$ cat config.mk
export PLATFORM = sky130hd
export DESIGN_NAME = bpsk_frame_modulator_core
export DESIGN_NICKNAME = d
export VERILOG_FILES = /design/src/hw/rtl/bfm_pkg.sv /design/src/hw/rtl/bfm_slot.sv /design/src/hw/rtl/bfm_wave.sv /design/src/hw/rtl/bpsk_frame_modulator_core.sv
export SDC_FILE = /design/constraint.sdc
export NUM_CORES = 1
export LEC_CHECK = 0
export BUFFER_PORTS_ARGS = -buffer_cell sky130_fd_sc_hd__buf_2
export CAP_MARGIN = 0
export CORE_MARGIN = 3
export CORE_UTILIZATION = 50
export CTS_CLUSTER_SIZE = 40
export DETAILED_ROUTE_END_ITERATION = 16
export HOLD_SLACK_MARGIN = 0.05
export PLACE_DENSITY = 0.73
export SLEW_MARGIN = 20
export SYNTH_ARGS = -nofsm -noshare
export SYNTH_HDL_FRONTEND = slang
export SYNTH_SLANG_ARGS = --single-unit
export TNS_END_PERCENT = 50
$ cat constraint.sdc
create_clock -name clk_i -period 4.9 [get_ports clk_i]
set_clock_uncertainty 0.15 [all_clocks]
set_input_delay 0.735 -clock clk_i [delete_from_list [all_inputs] [get_ports clk_i]]
set_output_delay 0.735 -clock clk_i [all_outputs]
set_load 0.005 [all_outputs]
$ cat src/hw/rtl/bfm_pkg.sv
package bfm_pkg;

  localparam int SymbolsPerFrameDef   = 8;
  localparam int DataBitsPerSymbolDef = 9;

  localparam int SampleW = 15;
  localparam int WaveW   = 13;
  localparam int MagW    = WaveW + 1;

  localparam logic [2:0] RegAntiVadAddr = 3'h0;

  typedef enum logic {
    OP_WRITE = 1'b0,
    OP_EMIT  = 1'b1
  } op_e;

  typedef struct packed {
    logic sent;
    logic dbl_first;
    logic dbl;
    logic fall_first;
    logic rise_last;
  } slot_desc_t;

  function automatic logic [WaveW-1:0] plain_wave(input logic [1:0] tap);
    logic [WaveW-1:0] v;
    case (tap)
      2'd0:    v = WaveW'(4000);
      2'd1:    v = WaveW'(8000);
      2'd2:    v = WaveW'(4000);
      default: v = '0;
    endcase
    return v;
  endfunction

  function automatic logic [WaveW-1:0] rise_wave(input logic [1:0] tap);
    logic [WaveW-1:0] v;
    case (tap)
      2'd0:    v = WaveW'(2071);
      2'd1:    v = WaveW'(5657);
      2'd2:    v = WaveW'(7727);
      default: v = '0;
    endcase
    return v;
  endfunction

  function automatic logic [WaveW-1:0] fall_wave(input logic [1:0] tap);
    logic [WaveW-1:0] v;
    case (tap)
      2'd0:    v = WaveW'(7727);
      2'd1:    v = WaveW'(5657);
      2'd2:    v = WaveW'(2071);
      default: v = '0;
    endcase
    return v;
  endfunction

endpackage

$ cat src/hw/rtl/bfm_slot.sv
module bfm_slot import bfm_pkg::*; #(
  parameter int SymbolsPerFrame   = SymbolsPerFrameDef,
  parameter int DataBitsPerSymbol = DataBitsPerSymbolDef
) (
  input  logic       clk_i,
  input  logic       rst_ni,
  input  logic       fire_i,
  input  op_e        op_i,
  input  logic [3:0] byte_index_i,
  input  logic [7:0] byte_value_i,
  input  logic       anti_vad_en_i,
  output slot_desc_t desc_o
);

  localparam int FrameBits  = SymbolsPerFrame * DataBitsPerSymbol;
  localparam int FrameBytes = (FrameBits + 7) / 8;
  localparam int SymW       = $clog2(SymbolsPerFrame);
  localparam int PosW       = $clog2(DataBitsPerSymbol + 1);
  localparam int BnW        = $clog2(FrameBytes * 8);

  logic [FrameBytes*8-1:0]   frame_q;
  logic [SymW-1:0]           sym_q, sym_d;
  logic [PosW-1:0]           pos_q, pos_d;
  logic [SymbolsPerFrame-1:0] parity_q, parity_d;
  logic held_q, held_d;
  logic ptrans_q, ptrans_d;
  logic odd_q, odd_d;
  logic lodd_q, lodd_d;
  logic llodd_q, llodd_d;

  logic             data_slot;
  logic [BnW-1:0]   bn;
  logic [SymW-1:0]  par_idx;
  logic             cur;
  logic             trans;
  logic             emit;

  assign emit      = fire_i && (op_i == OP_EMIT);
  assign data_slot = (32'(pos_q) < DataBitsPerSymbol);
  assign bn        = BnW'(32'(sym_q) * DataBitsPerSymbol + 32'(pos_q));
  assign par_idx   = SymW'(SymbolsPerFrame - 1) - sym_q;
  assign cur       = data_slot ? frame_q[bn] : parity_q[par_idx];
  assign trans     = held_q ^ cur;

  always_comb begin
    desc_o.sent       = held_q;
    desc_o.dbl_first  = anti_vad_en_i & llodd_q;
    desc_o.dbl        = anti_vad_en_i & lodd_q;
    desc_o.fall_first = ~ptrans_q;
    desc_o.rise_last  = ~trans;
  end

  // frame buffer, no reset
  always_ff @(posedge clk_i) begin
    if (fire_i && (op_i == OP_WRITE)) begin
      for (int b = 0; b < FrameBytes; b++) begin
        if (32'(byte_index_i) == b) begin
          frame_q[b*8 +: 8] <= byte_value_i;
        end
      end
    end
  end

  always_comb begin
    sym_d    = sym_q;
    pos_d    = pos_q;
    parity_d = parity_q;
    held_d   = held_q;
    ptrans_d = ptrans_q;
    odd_d    = odd_q;
    lodd_d   = lodd_q;
    llodd_d  = llodd_q;
    if (emit) begin
      if (data_slot) begin
        parity_d[sym_q] = parity_q[sym_q] ^ cur;
      end
      held_d   = cur;
      ptrans_d = trans;
      llodd_d  = lodd_q;
      lodd_d   = odd_q;
      if (sym_q == SymW'(SymbolsPerFrame - 1)) begin
        sym_d = '0;
        if (32'(pos_q) == DataBitsPerSymbol) begin
          pos_d    = '0;
          parity_d = '0;
          odd_d    = ~odd_q;
        end else begin
          pos_d = pos_q + PosW'(1);
        end
      end else begin
        sym_d = sym_q + SymW'(1);
      end
    end
  end

  always_ff @(posedge clk_i or negedge rst_ni) begin
    if (!rst_ni) begin
      sym_q    <= '0;
      pos_q    <= '0;
      parity_q <= '0;
      held_q   <= 1'b1;
      ptrans_q <= 1'b1;
      odd_q    <= 1'b0;
      lodd_q   <= 1'b1;
      llodd_q  <= 1'b1;
    end else begin
      sym_q    <= sym_d;
      pos_q    <= pos_d;
      parity_q <= parity_d;
      held_q   <= held_d;
      ptrans_q <= ptrans_d;
      odd_q    <= odd_d;
      lodd_q   <= lodd_d;
      llodd_q  <= llodd_d;
    end
  end

endmodule

$ cat src/hw/rtl/bfm_wave.sv
module bfm_wave import bfm_pkg::*; (
  input  logic               clk_i,
  input  logic               rst_ni,
  input  logic               load_i,
  input  slot_desc_t         desc_i,
  output logic               free_o,
  output logic               tvalid_o,
  input  logic               tready_i,
  output logic [SampleW-1:0] sample_o,
  output logic               last_o
);

  logic       vld_q, vld_d;
  logic [1:0] grp_q, grp_d;
  logic [1:0] tap_q, tap_d;
  slot_desc_t desc_q;

  logic             last_tap;
  logic             take;
  logic [WaveW-1:0] wave;
  logic             dbl;
  logic             neg;
  logic [MagW-1:0]  mag;

  assign last_tap = (grp_q == 2'd2) && (tap_q == 2'd2);
  assign take     = vld_q && tready_i;
  assign free_o   = !vld_q || (tready_i && last_tap);
  assign tvalid_o = vld_q;
  assign last_o   = last_tap;

  always_comb begin
    case (grp_q)
      2'd0: begin
        wave = desc_q.fall_first ? fall_wave(tap_q) : plain_wave(tap_q);
        dbl  = desc_q.dbl_first;
        neg  = desc_q.sent;
      end
      2'd1: begin
        wave = plain_wave(tap_q);
        dbl  = desc_q.dbl;
        neg  = ~desc_q.sent;
      end
      2'd2: begin
        wave = desc_q.rise_last ? rise_wave(tap_q) : plain_wave(tap_q);
        dbl  = desc_q.dbl;
        neg  = desc_q.sent;
      end
      default: begin
        wave = '0;
        dbl  = 1'b0;
        neg  = 1'b0;
      end
    endcase
    mag      = dbl ? {wave, 1'b0} : {1'b0, wave};
    sample_o = neg ? (SampleW'(0) - {1'b0, mag}) : {1'b0, mag};
  end

  always_comb begin
    vld_d = vld_q;
    grp_d = grp_q;
    tap_d = tap_q;
    if (take) begin
      if (last_tap) begin
        vld_d = 1'b0;
      end else if (tap_q == 2'd2) begin
        tap_d = 2'd0;
        grp_d = grp_q + 2'd1;
      end else begin
        tap_d = tap_q + 2'd1;
      end
    end
    if (load_i) begin
      vld_d = 1'b1;
      grp_d = 2'd0;
      tap_d = 2'd0;
    end
  end

  always_ff @(posedge clk_i or negedge rst_ni) begin
    if (!rst_ni) begin
      vld_q <= 1'b0;
      grp_q <= 2'd0;
      tap_q <= 2'd0;
    end else begin
      vld_q <= vld_d;
      grp_q <= grp_d;
      tap_q <= tap_d;
    end
  end

  always_ff @(posedge clk_i) begin
    if (load_i) begin
      desc_q <= desc_i;
    end
  end

endmodule

$ cat src/hw/rtl/bpsk_frame_modulator_core.sv
// BPSK frame modulator. Write transactions (tuser = 0) load frame bytes without waiting
// on the output; emit transactions (tuser = 1) send the next interleaved bit slot of the
// frame, data slots first and per-symbol parity last, as nine PCM samples on the master
// stream with tlast on the ninth. The output sequencer gives one sample per cycle while
// the master stream is ready, and holds one slot while the next transaction
// waits in the input register. Each slot sends the bit held from the slot before, so
// samples trail the frame by one slot. Frame bytes are not reset and must be written
// before they are sent; anti_vad_enable (address 0x0) doubles the amplitude of bits
// from odd frames.
module bpsk_frame_modulator_core import bfm_pkg::*; #(
  parameter int SymbolsPerFrame   = SymbolsPerFrameDef,
  parameter int DataBitsPerSymbol = DataBitsPerSymbolDef
) (
  input  logic        clk_i,
  input  logic        rst_ni,
  input  logic        s_axis_tvalid_i,
  output logic        s_axis_tready_o,
  input  logic [15:0] s_axis_tdata_i,   // byte_index [3:0], byte_value [11:4]
  input  logic        s_axis_tuser_i,   // op
  output logic        m_axis_tvalid_o,
  input  logic        m_axis_tready_i,
  output logic [15:0] m_axis_tdata_o,   // sample [14:0]
  output logic        m_axis_tlast_o,
  input  logic        psel_i,
  input  logic        penable_i,
  input  logic        pwrite_i,
  input  logic [2:0]  paddr_i,
  input  logic [31:0] pwdata_i,
  output logic [31:0] prdata_o,
  output logic        pready_o
);

  logic       in_vld_q;
  op_e        in_op_q;
  logic [3:0] in_idx_q;
  logic [7:0] in_val_q;
  logic       anti_vad_q;

  logic               fire;
  logic               wave_free;
  slot_desc_t         desc;
  logic [SampleW-1:0] sample;

  assign fire            = in_vld_q && ((in_op_q == OP_WRITE) || wave_free);
  assign s_axis_tready_o = !in_vld_q || fire;

  always_ff @(posedge clk_i or negedge rst_ni) begin
    if (!rst_ni) begin
      in_vld_q <= 1'b0;
    end else if (s_axis_tready_o) begin
      in_vld_q <= s_axis_tvalid_i;
    end
  end

  always_ff @(posedge clk_i) begin
    if (s_axis_tready_o && s_axis_tvalid_i) begin
      in_op_q  <= op_e'(s_axis_tuser_i);
      in_idx_q <= s_axis_tdata_i[3:0];
      in_val_q <= s_axis_tdata_i[11:4];
    end
  end

  // config register
  assign pready_o = 1'b1;
  assign prdata_o = (paddr_i == RegAntiVadAddr) ? {31'b0, anti_vad_q} : 32'b0;

  always_ff @(posedge clk_i or negedge rst_ni) begin
    if (!rst_ni) begin
      anti_vad_q <= 1'b0;
    end else if (psel_i && penable_i && pwrite_i && pready_o
                 && (paddr_i == RegAntiVadAddr)) begin
      anti_vad_q <= pwdata_i[0];
    end
  end

  bfm_slot #(
    .SymbolsPerFrame  (SymbolsPerFrame),
    .DataBitsPerSymbol(DataBitsPerSymbol)
  ) u_slot (
    .clk_i        (clk_i),
    .rst_ni       (rst_ni),
    .fire_i       (fire),
    .op_i         (in_op_q),
    .byte_index_i (in_idx_q),
    .byte_value_i (in_val_q),
    .anti_vad_en_i(anti_vad_q),
    .desc_o       (desc)
  );

  bfm_wave u_wave (
    .clk_i   (clk_i),
    .rst_ni  (rst_ni),
    .load_i  (fire && (in_op_q == OP_EMIT)),
    .desc_i  (desc),
    .free_o  (wave_free),
    .tvalid_o(m_axis_tvalid_o),
    .tready_i(m_axis_tready_i),
    .sample_o(sample),
    .last_o  (m_axis_tlast_o)
  );

  assign m_axis_tdata_o = {1'b0, sample};

endmodule

**Word level (Yosys, flattened, before mapping)**

Cells that the tools add are included.

- Register bits after elaboration: 117
- Bits of input ports: 59
- Output and inout port bits: 52

- Add/subtract/negate cells: 7
- $mul: 1
- $lt $le $gt $ge: 5
- Equality and inequality tests: 15
- Multiplexer cells: 37
- Bitwise operators: 9
- Reductions and logical operators: 40

Operators with widths:

| kind | number |
|---|---|
| $pmux W13 S3 | 3 |
| $mux W13 | 2 |
| $pmux W13 S2 | 1 |
| $mux W8 | 3 |
| $reduce_and A2 Y1 | 12 |
| $eq A4 B3 Y1 const B | 4 |
| $mux W2 | 8 |
| $mux W15 | 1 |
| $sub A1 B14 Y15 const A | 1 |
| $mux W14 | 1 |
| $logic_and A1 B1 Y1 | 11 |
| $mux W1 | 9 |
| $bwmux W8 | 1 |
| $eq A4 B2 Y1 const B | 2 |
| $eq A4 B4 Y1 const B | 2 |
| $lt A3 B4 Y1 const B | 2 |
| $lt A7 B8 Y1 const B | 1 |
| $add A7 B4 Y7 | 1 |
| $bmux W1 S7 | 1 |
| $mul A3 B4 Y7 const B | 1 |
| $bmux W1 S3 | 2 |
| $reduce_and A3 Y1 | 2 |
| $reduce_bool A2 Y1 | 3 |
| $reduce_or A2 Y1 | 3 |
| other kinds (23) | 37 |

**Longest topological paths before layout**

- Depth in word-level cells: 10
- Gate-level depth with buffers: 14
- Depth with buffers taken out: 13

**Hierarchy**

From an unflattened synthesis, not the netlist that was laid out.

- Cell total of the unflattened synthesis: 531
- Area total of the unflattened synthesis: 6632.6 µm²

By module, submodules not included:

| module | times used | cells an instance | area each (µm²) | sequential area each (µm²) |
|---|---|---|---|---|
| bfm_slot | 1 | 315 | 4481.8 | 2667.6 |
| bfm_wave | 1 | 156 | 1385.1 | 275.3 |
| bpsk_frame_modulator_core | 1 | 60 | 765.7 | 440.4 |

**Worst setup path after synthesis**

OpenSTA, ideal clock, no wires.

- Path kind: reg-to-reg
- Start: register u_slot.pos_q[1]
- End: register u_slot.parity_q[5]
- Arrival: 3.805 ns
- Path slack: 0.871 ns
- Stages on the path, launching flop included: 12
- Buffers on the path: 1
- Cells stage by stage: dfrtp_1 ha_1 ha_1 fa_1 buf_1 mux4_2 mux4_2 or4_4 nand4b_4 mux2i_1 or3_4 o21ai_2

- Longest elaborated chain between the ends: 9
- Elaborated cells on any way between the ends: 11

Ends and longest elaborated chain:

| what | line | RTL |
|---|---|---|
| start, declared | bfm_slot.sv:23 | `logic [PosW-1:0] pos_q, pos_d;` |
| start signal, assigned | bfm_slot.sv:108 | `pos_q <= pos_d;` |
| $add A7 B4 Y7 | bfm_slot.sv:40 | `assign bn = BnW'(32'(sym_q) * DataBitsPerSymbol + 32'(pos_q));` |
| $bmux W1 S7 | bfm_slot.sv:42 | `assign cur = data_slot ? frame_q[bn] : parity_q[par_idx];` |
| $mux W1 (not written as such) | bfm_slot.sv:42 |  |
| $mux W1 | bfm_slot.sv:42 |  |
| $xor A1 B1 Y1 | bfm_slot.sv:75 | `parity_d[sym_q] = parity_q[sym_q] ^ cur;` |
| $bwmux W8 | bfm_slot.sv:75 |  |
| $mux W8 | bfm_slot.sv:74 | `if (data_slot) begin` |
| $mux W8 | bfm_slot.sv:83 | `if (32'(pos_q) == DataBitsPerSymbol) begin` |
| $mux W8 (*) | bfm_slot.sv:81 | `if (sym_q == SymW'(SymbolsPerFrame - 1)) begin` |
| end signal, assigned | bfm_slot.sv:109 | `parity_q <= parity_d;` |
| end, declared | bfm_slot.sv:24 | `logic [SymbolsPerFrame-1:0] parity_q, parity_d;` |

Every way passes the cells marked *; elsewhere a longest branch is shown, timed or not. The select of a mux whose other input is x is not followed.
A chain may end at the register's enable or synchronous reset.

**Worst setup path after layout**

- Start: register u_wave.grp_q[0]
- End: output m_axis_tdata_o[12]

- Longest elaborated chain between the ends: 6
- Elaborated cells on any way between the ends: 11

Ends and longest elaborated chain:

| what | line | RTL |
|---|---|---|
| start, declared | bfm_wave.sv:14 | `logic [1:0] grp_q, grp_d;` |
| start signal, assigned | bfm_wave.sv:86 | `grp_q <= grp_d;` |
| $eq A2 B1 Y1 / $eq A2 B2 Y1 (equally long branches) | bfm_wave.sv:32 | `case (grp_q)` |
| $reduce_or A2 Y1 (no line) | n/a |  |
| $pmux W1 S2 | bfm_wave.sv:32 |  |
| $mux W14 | bfm_wave.sv:54 | `mag = dbl ? {wave, 1'b0} : {1'b0, wave};` |
| $sub A1 B14 Y15 | bfm_wave.sv:55 | `sample_o = neg ? (SampleW'(0) - {1'b0, mag}) : {1'b0, mag};` |
| $mux W15 (*) | bfm_wave.sv:55 |  |
| end, declared | bpsk_frame_modulator_core.sv:22 | `output logic [15:0] m_axis_tdata_o,` |

Every way passes the cells marked *; elsewhere a longest branch is shown, timed or not.

==> metrics.md <==
| Metric | Value |
|---|---|
| Critical Path Source Type | register |
| Endpoints failing setup | 0 |
| # diodes | 0 |
| Final hold violations | 0 |
| Worst slew margin | about 29% |
| Commonest cells after routing, fill and taps aside | edfxtp_1, nand2_1, buf_2, nor2_1, conb_1 |
| R2r worst-path depth | 11 |
| Vias in the first global route | 4025 |
| Final ANT Viol Nets | 0 |
| First DRT Iteration DRCs | approximately 360 |
| Register-to-register setup slack | 0.79 ns |
| Mapped Area | approximately 0.0063 mm2 |
| Final Util | approximately three fifths |
| Netlist cell types | 62 |
| HP Class | input pin to asynchronous set/reset pin |
| Via Count | 4128 |
| Design area | 0.00712 mm2 |
| Num CTS Buffers | 17 |
| Post-cts resize count | 0 |
| Commonest non-fill, non-tap cell in the layout | edfxtp_1 |
| Number of synthesized register bits | 117 |
| Max Slew Vio Count | 0 |
| Cell Count Post-Placement | around 700 |
| Area grow syn2layout | 13.7% |
| Layout Nets | 644 |
| # rows | 40 |
| Fin Setup TNS | 0 ns |
| First-pass GRT wire length | between 15 and 20 mm |
| Postcts setup bufs | 0 |
| Fmax achieved | between 0.2 and 0.25 GHz |
| Placeable Area | between 0.01 and 0.015 mm2 |
| Required time worst endpoint | approximately 4 ns |
| Initial antenna violation count | 0 |
| H-tree depth | 4 |
| Number of flops mapped to enable cells by yosys | 90 |
| Initial DRT Pass Iterations | 7 |
| P_leak | 2.80 nW |
| RD Place Congestion | a little over 0.8 |
| Ranking of synthesized cells by area | edfxtp_1, dfrtp_1, mux4_2 |
| Tot Pwr | between 4 and 5 mW |
| DRC | 0 |
| Mapped Cells | between 500 and 600 |
| Clock Tree Root | clkbuf_16 |
| Async SR Flop Fraction | a little under a quarter |
| Crit path capture type | output port |
| All-Layer GR Usage | a little under a fifth |
| Critical path arrival | approximately 3.4 ns |
| Worst IR Drop VDD | ~0.00039 V |
| Vias per std cell | 5.54 |
| Syn avg cell area | ~12 um2 |
| Largest net degree at the start of global routing | 28 |
| FF-to-FF Start | u_slot.pos_q[1]$_DFFE_PN0P_ |
| Critical R2R Capture | u_slot.parity_q[6]$_DFFE_PN0P_ |
| Die Y | 118 um |
| MaxCap Viol Count | 0 |
| Synth Flop Type | edfxtp_1 |
| Post-route minimum period | about 4.3 ns |
| Clock tree sinks | 117 |
| CTS clk-pin slew, worst paths | approximately 0.060 ns |
| Fin cells | 745 |
| Worst Path Class, Setup | register to output port |
| CP max FO | 11 |
| Synth top area share | around 43% |
| Longest Clk Path Bufs | 2 |
| Ys Warns | 0 |
| Later-pin clock latency in the skew report | between 0.4 and 0.5 ns |
| Area leader, netlist | edfxtp_1 |
| Worst slew pin tran | between 1 and 1.5 ns |
| Detail-routed net length per standard cell | around 16 um |
| Port Buf Inserts | between 40 and 50 |
| Seq/Total Area, Yosys | roughly 54% |
| Die area | 0.0139 mm2 |
| Die Span X | approximately 120 um |
| Cell Pwr Density | a little over 600 mW/mm2 |
| Fin crit share | about nine tenths |
| Status | finished, final reports clean |
| I/O pins | around 110 |
| Final WL | about 12 mm |
| Share of cells above drive strength 1 | between 20% and 30% |
| Post-DP HPWL | 8.26 mm |
| DP Area | 0.00652 mm2 |
| RSZ-0062 raised after global routing | false |
| CTS tree | done |
| Total gr overflow | 0 |
| CTS Hold Buffers Added | 0 |
| Initial Utilization | between 50% and 60% |
-- registers in the layout, summed over array words and instances (netlist names), 2 cells and up --
signal,count
in_val_q,8
u_slot.sym_q,3
u_wave.tap_q,2
u_wave.desc_q,5
u_slot.pos_q,4
u_wave.grp_q,2
u_slot.parity_q,8
u_slot.frame_q,72
in_idx_q,4
-- where the power goes --
part	total (mW)	internal, mW	switching, mW
Combinational	1.89	0.860	1.03
Clock	1.23	0.760	0.472
Sequential	1.29	1.19	0.0937
Total	4.41	2.81	1.60
-- routing by layer --
| layer | wire (um) | GRT usage [%] | up-vias | part of all wire (%) |
|---|---|---|---|---|
| li1 | - | - | 1954 | - |
| met1 | 5210 | 23.3 | 2027 | 43 |
| met2 | 6030 | 30.2 | 132 | 50 |
| met3 | 608 | 4.95 | 15 | 5.1 |
| met4 | 154 | 5.05 | 0 | 1.3 |
| met5 | 0 | 0 | - | 0 |
-- area by class of cell --
type	instances	area, um2
Sequential cell	117	3380
Inverter	12	45.0
Timing Repair Buffer	48	255
Multi-Input combinational cell	368	2630
Tap cell	168	210
Fill cell	993	4990
Clock buffer	17	425
Clock inverter	15	169
-- kinds of logic (layout without fill, tap and decap cells) --
group	after synthesis	after routing	synth area share, %
AND/OR/NAND/NOR	165	165	13.1
other	2	33	0.120
flip-flops	117	117	54.0
multiplexers	36	36	10.3
AO/OA/AOI/OAI	95	95	9.67
buffers and inverters	63	92	5.97
XOR/XNOR	18	18	2.52
adder cells (fa/ha/maj)	21	21	4.31
-- through the flow --
step | hold WS [ns] | setup WS (ns)
final | 0.192 | 0.571
after global routing | 0.235 | 0.246
after CTS | 0.205 | 0.606
after detailed placement | 0.305 | 0.822
after global placement | 0.295 | 0.857
after floorplan | 0.286 | 0.871
-- cell usage after synthesis, types with 10 or more instances --
| cell | number |
|---|---|
| nand3_1 | 11 |
| dfrtp_1 | 23 |
| inv_1 | 11 |
| nand2b_1 | 13 |
| edfxtp_1 | 90 |
| buf_4 | 34 |
| clkbuf_1 | 12 |
| o21ai_0 | 30 |
| mux4_2 | 17 |
| nand2_1 | 51 |
| ha_1 | 20 |
| mux2i_1 | 11 |
| xnor2_1 | 12 |
| nor2_1 | 41 |
| nor3_1 | 10 |
| a21oi_1 | 15 |
-- worst max-delay path by stage --
stage	startpoint	to	slack, ns	cells past startpoint
after detailed placement	u_slot.pos_q[1]$_DFFE_PN0P_	u_slot.parity_q[5]$_DFFE_PN0P_	0.82	11
after floorplan	u_slot.pos_q[1]$_DFFE_PN0P_	u_slot.parity_q[5]$_DFFE_PN0P_	0.87	11
after global placement	u_slot.pos_q[1]$_DFFE_PN0P_	u_slot.parity_q[6]$_DFFE_PN0P_	0.86	11
after global routing	u_wave.grp_q[0]$_DFFE_PN0P_	m_axis_tdata_o[4]	0.25	14
after CTS	u_wave.grp_q[0]$_DFFE_PN0P_	m_axis_tdata_o[12]	0.61	10
final	u_wave.grp_q[0]$_DFFE_PN0P_	m_axis_tdata_o[12]	0.57	10
-- worst max-delay path: stages, from the launching register on --
cell      delay [ns]
dfrtp_1         0.40
inv_1           0.12
ha_1            0.36
a22oi_1         0.35
nand2_1         0.17
nor4bb_1        0.52
nor2_1          0.10
or2_2           0.31
o21ai_0         0.38
xnor2_1         0.18
buf_2           0.14
No activity file was read; power rests on OpenSTA's default activity.
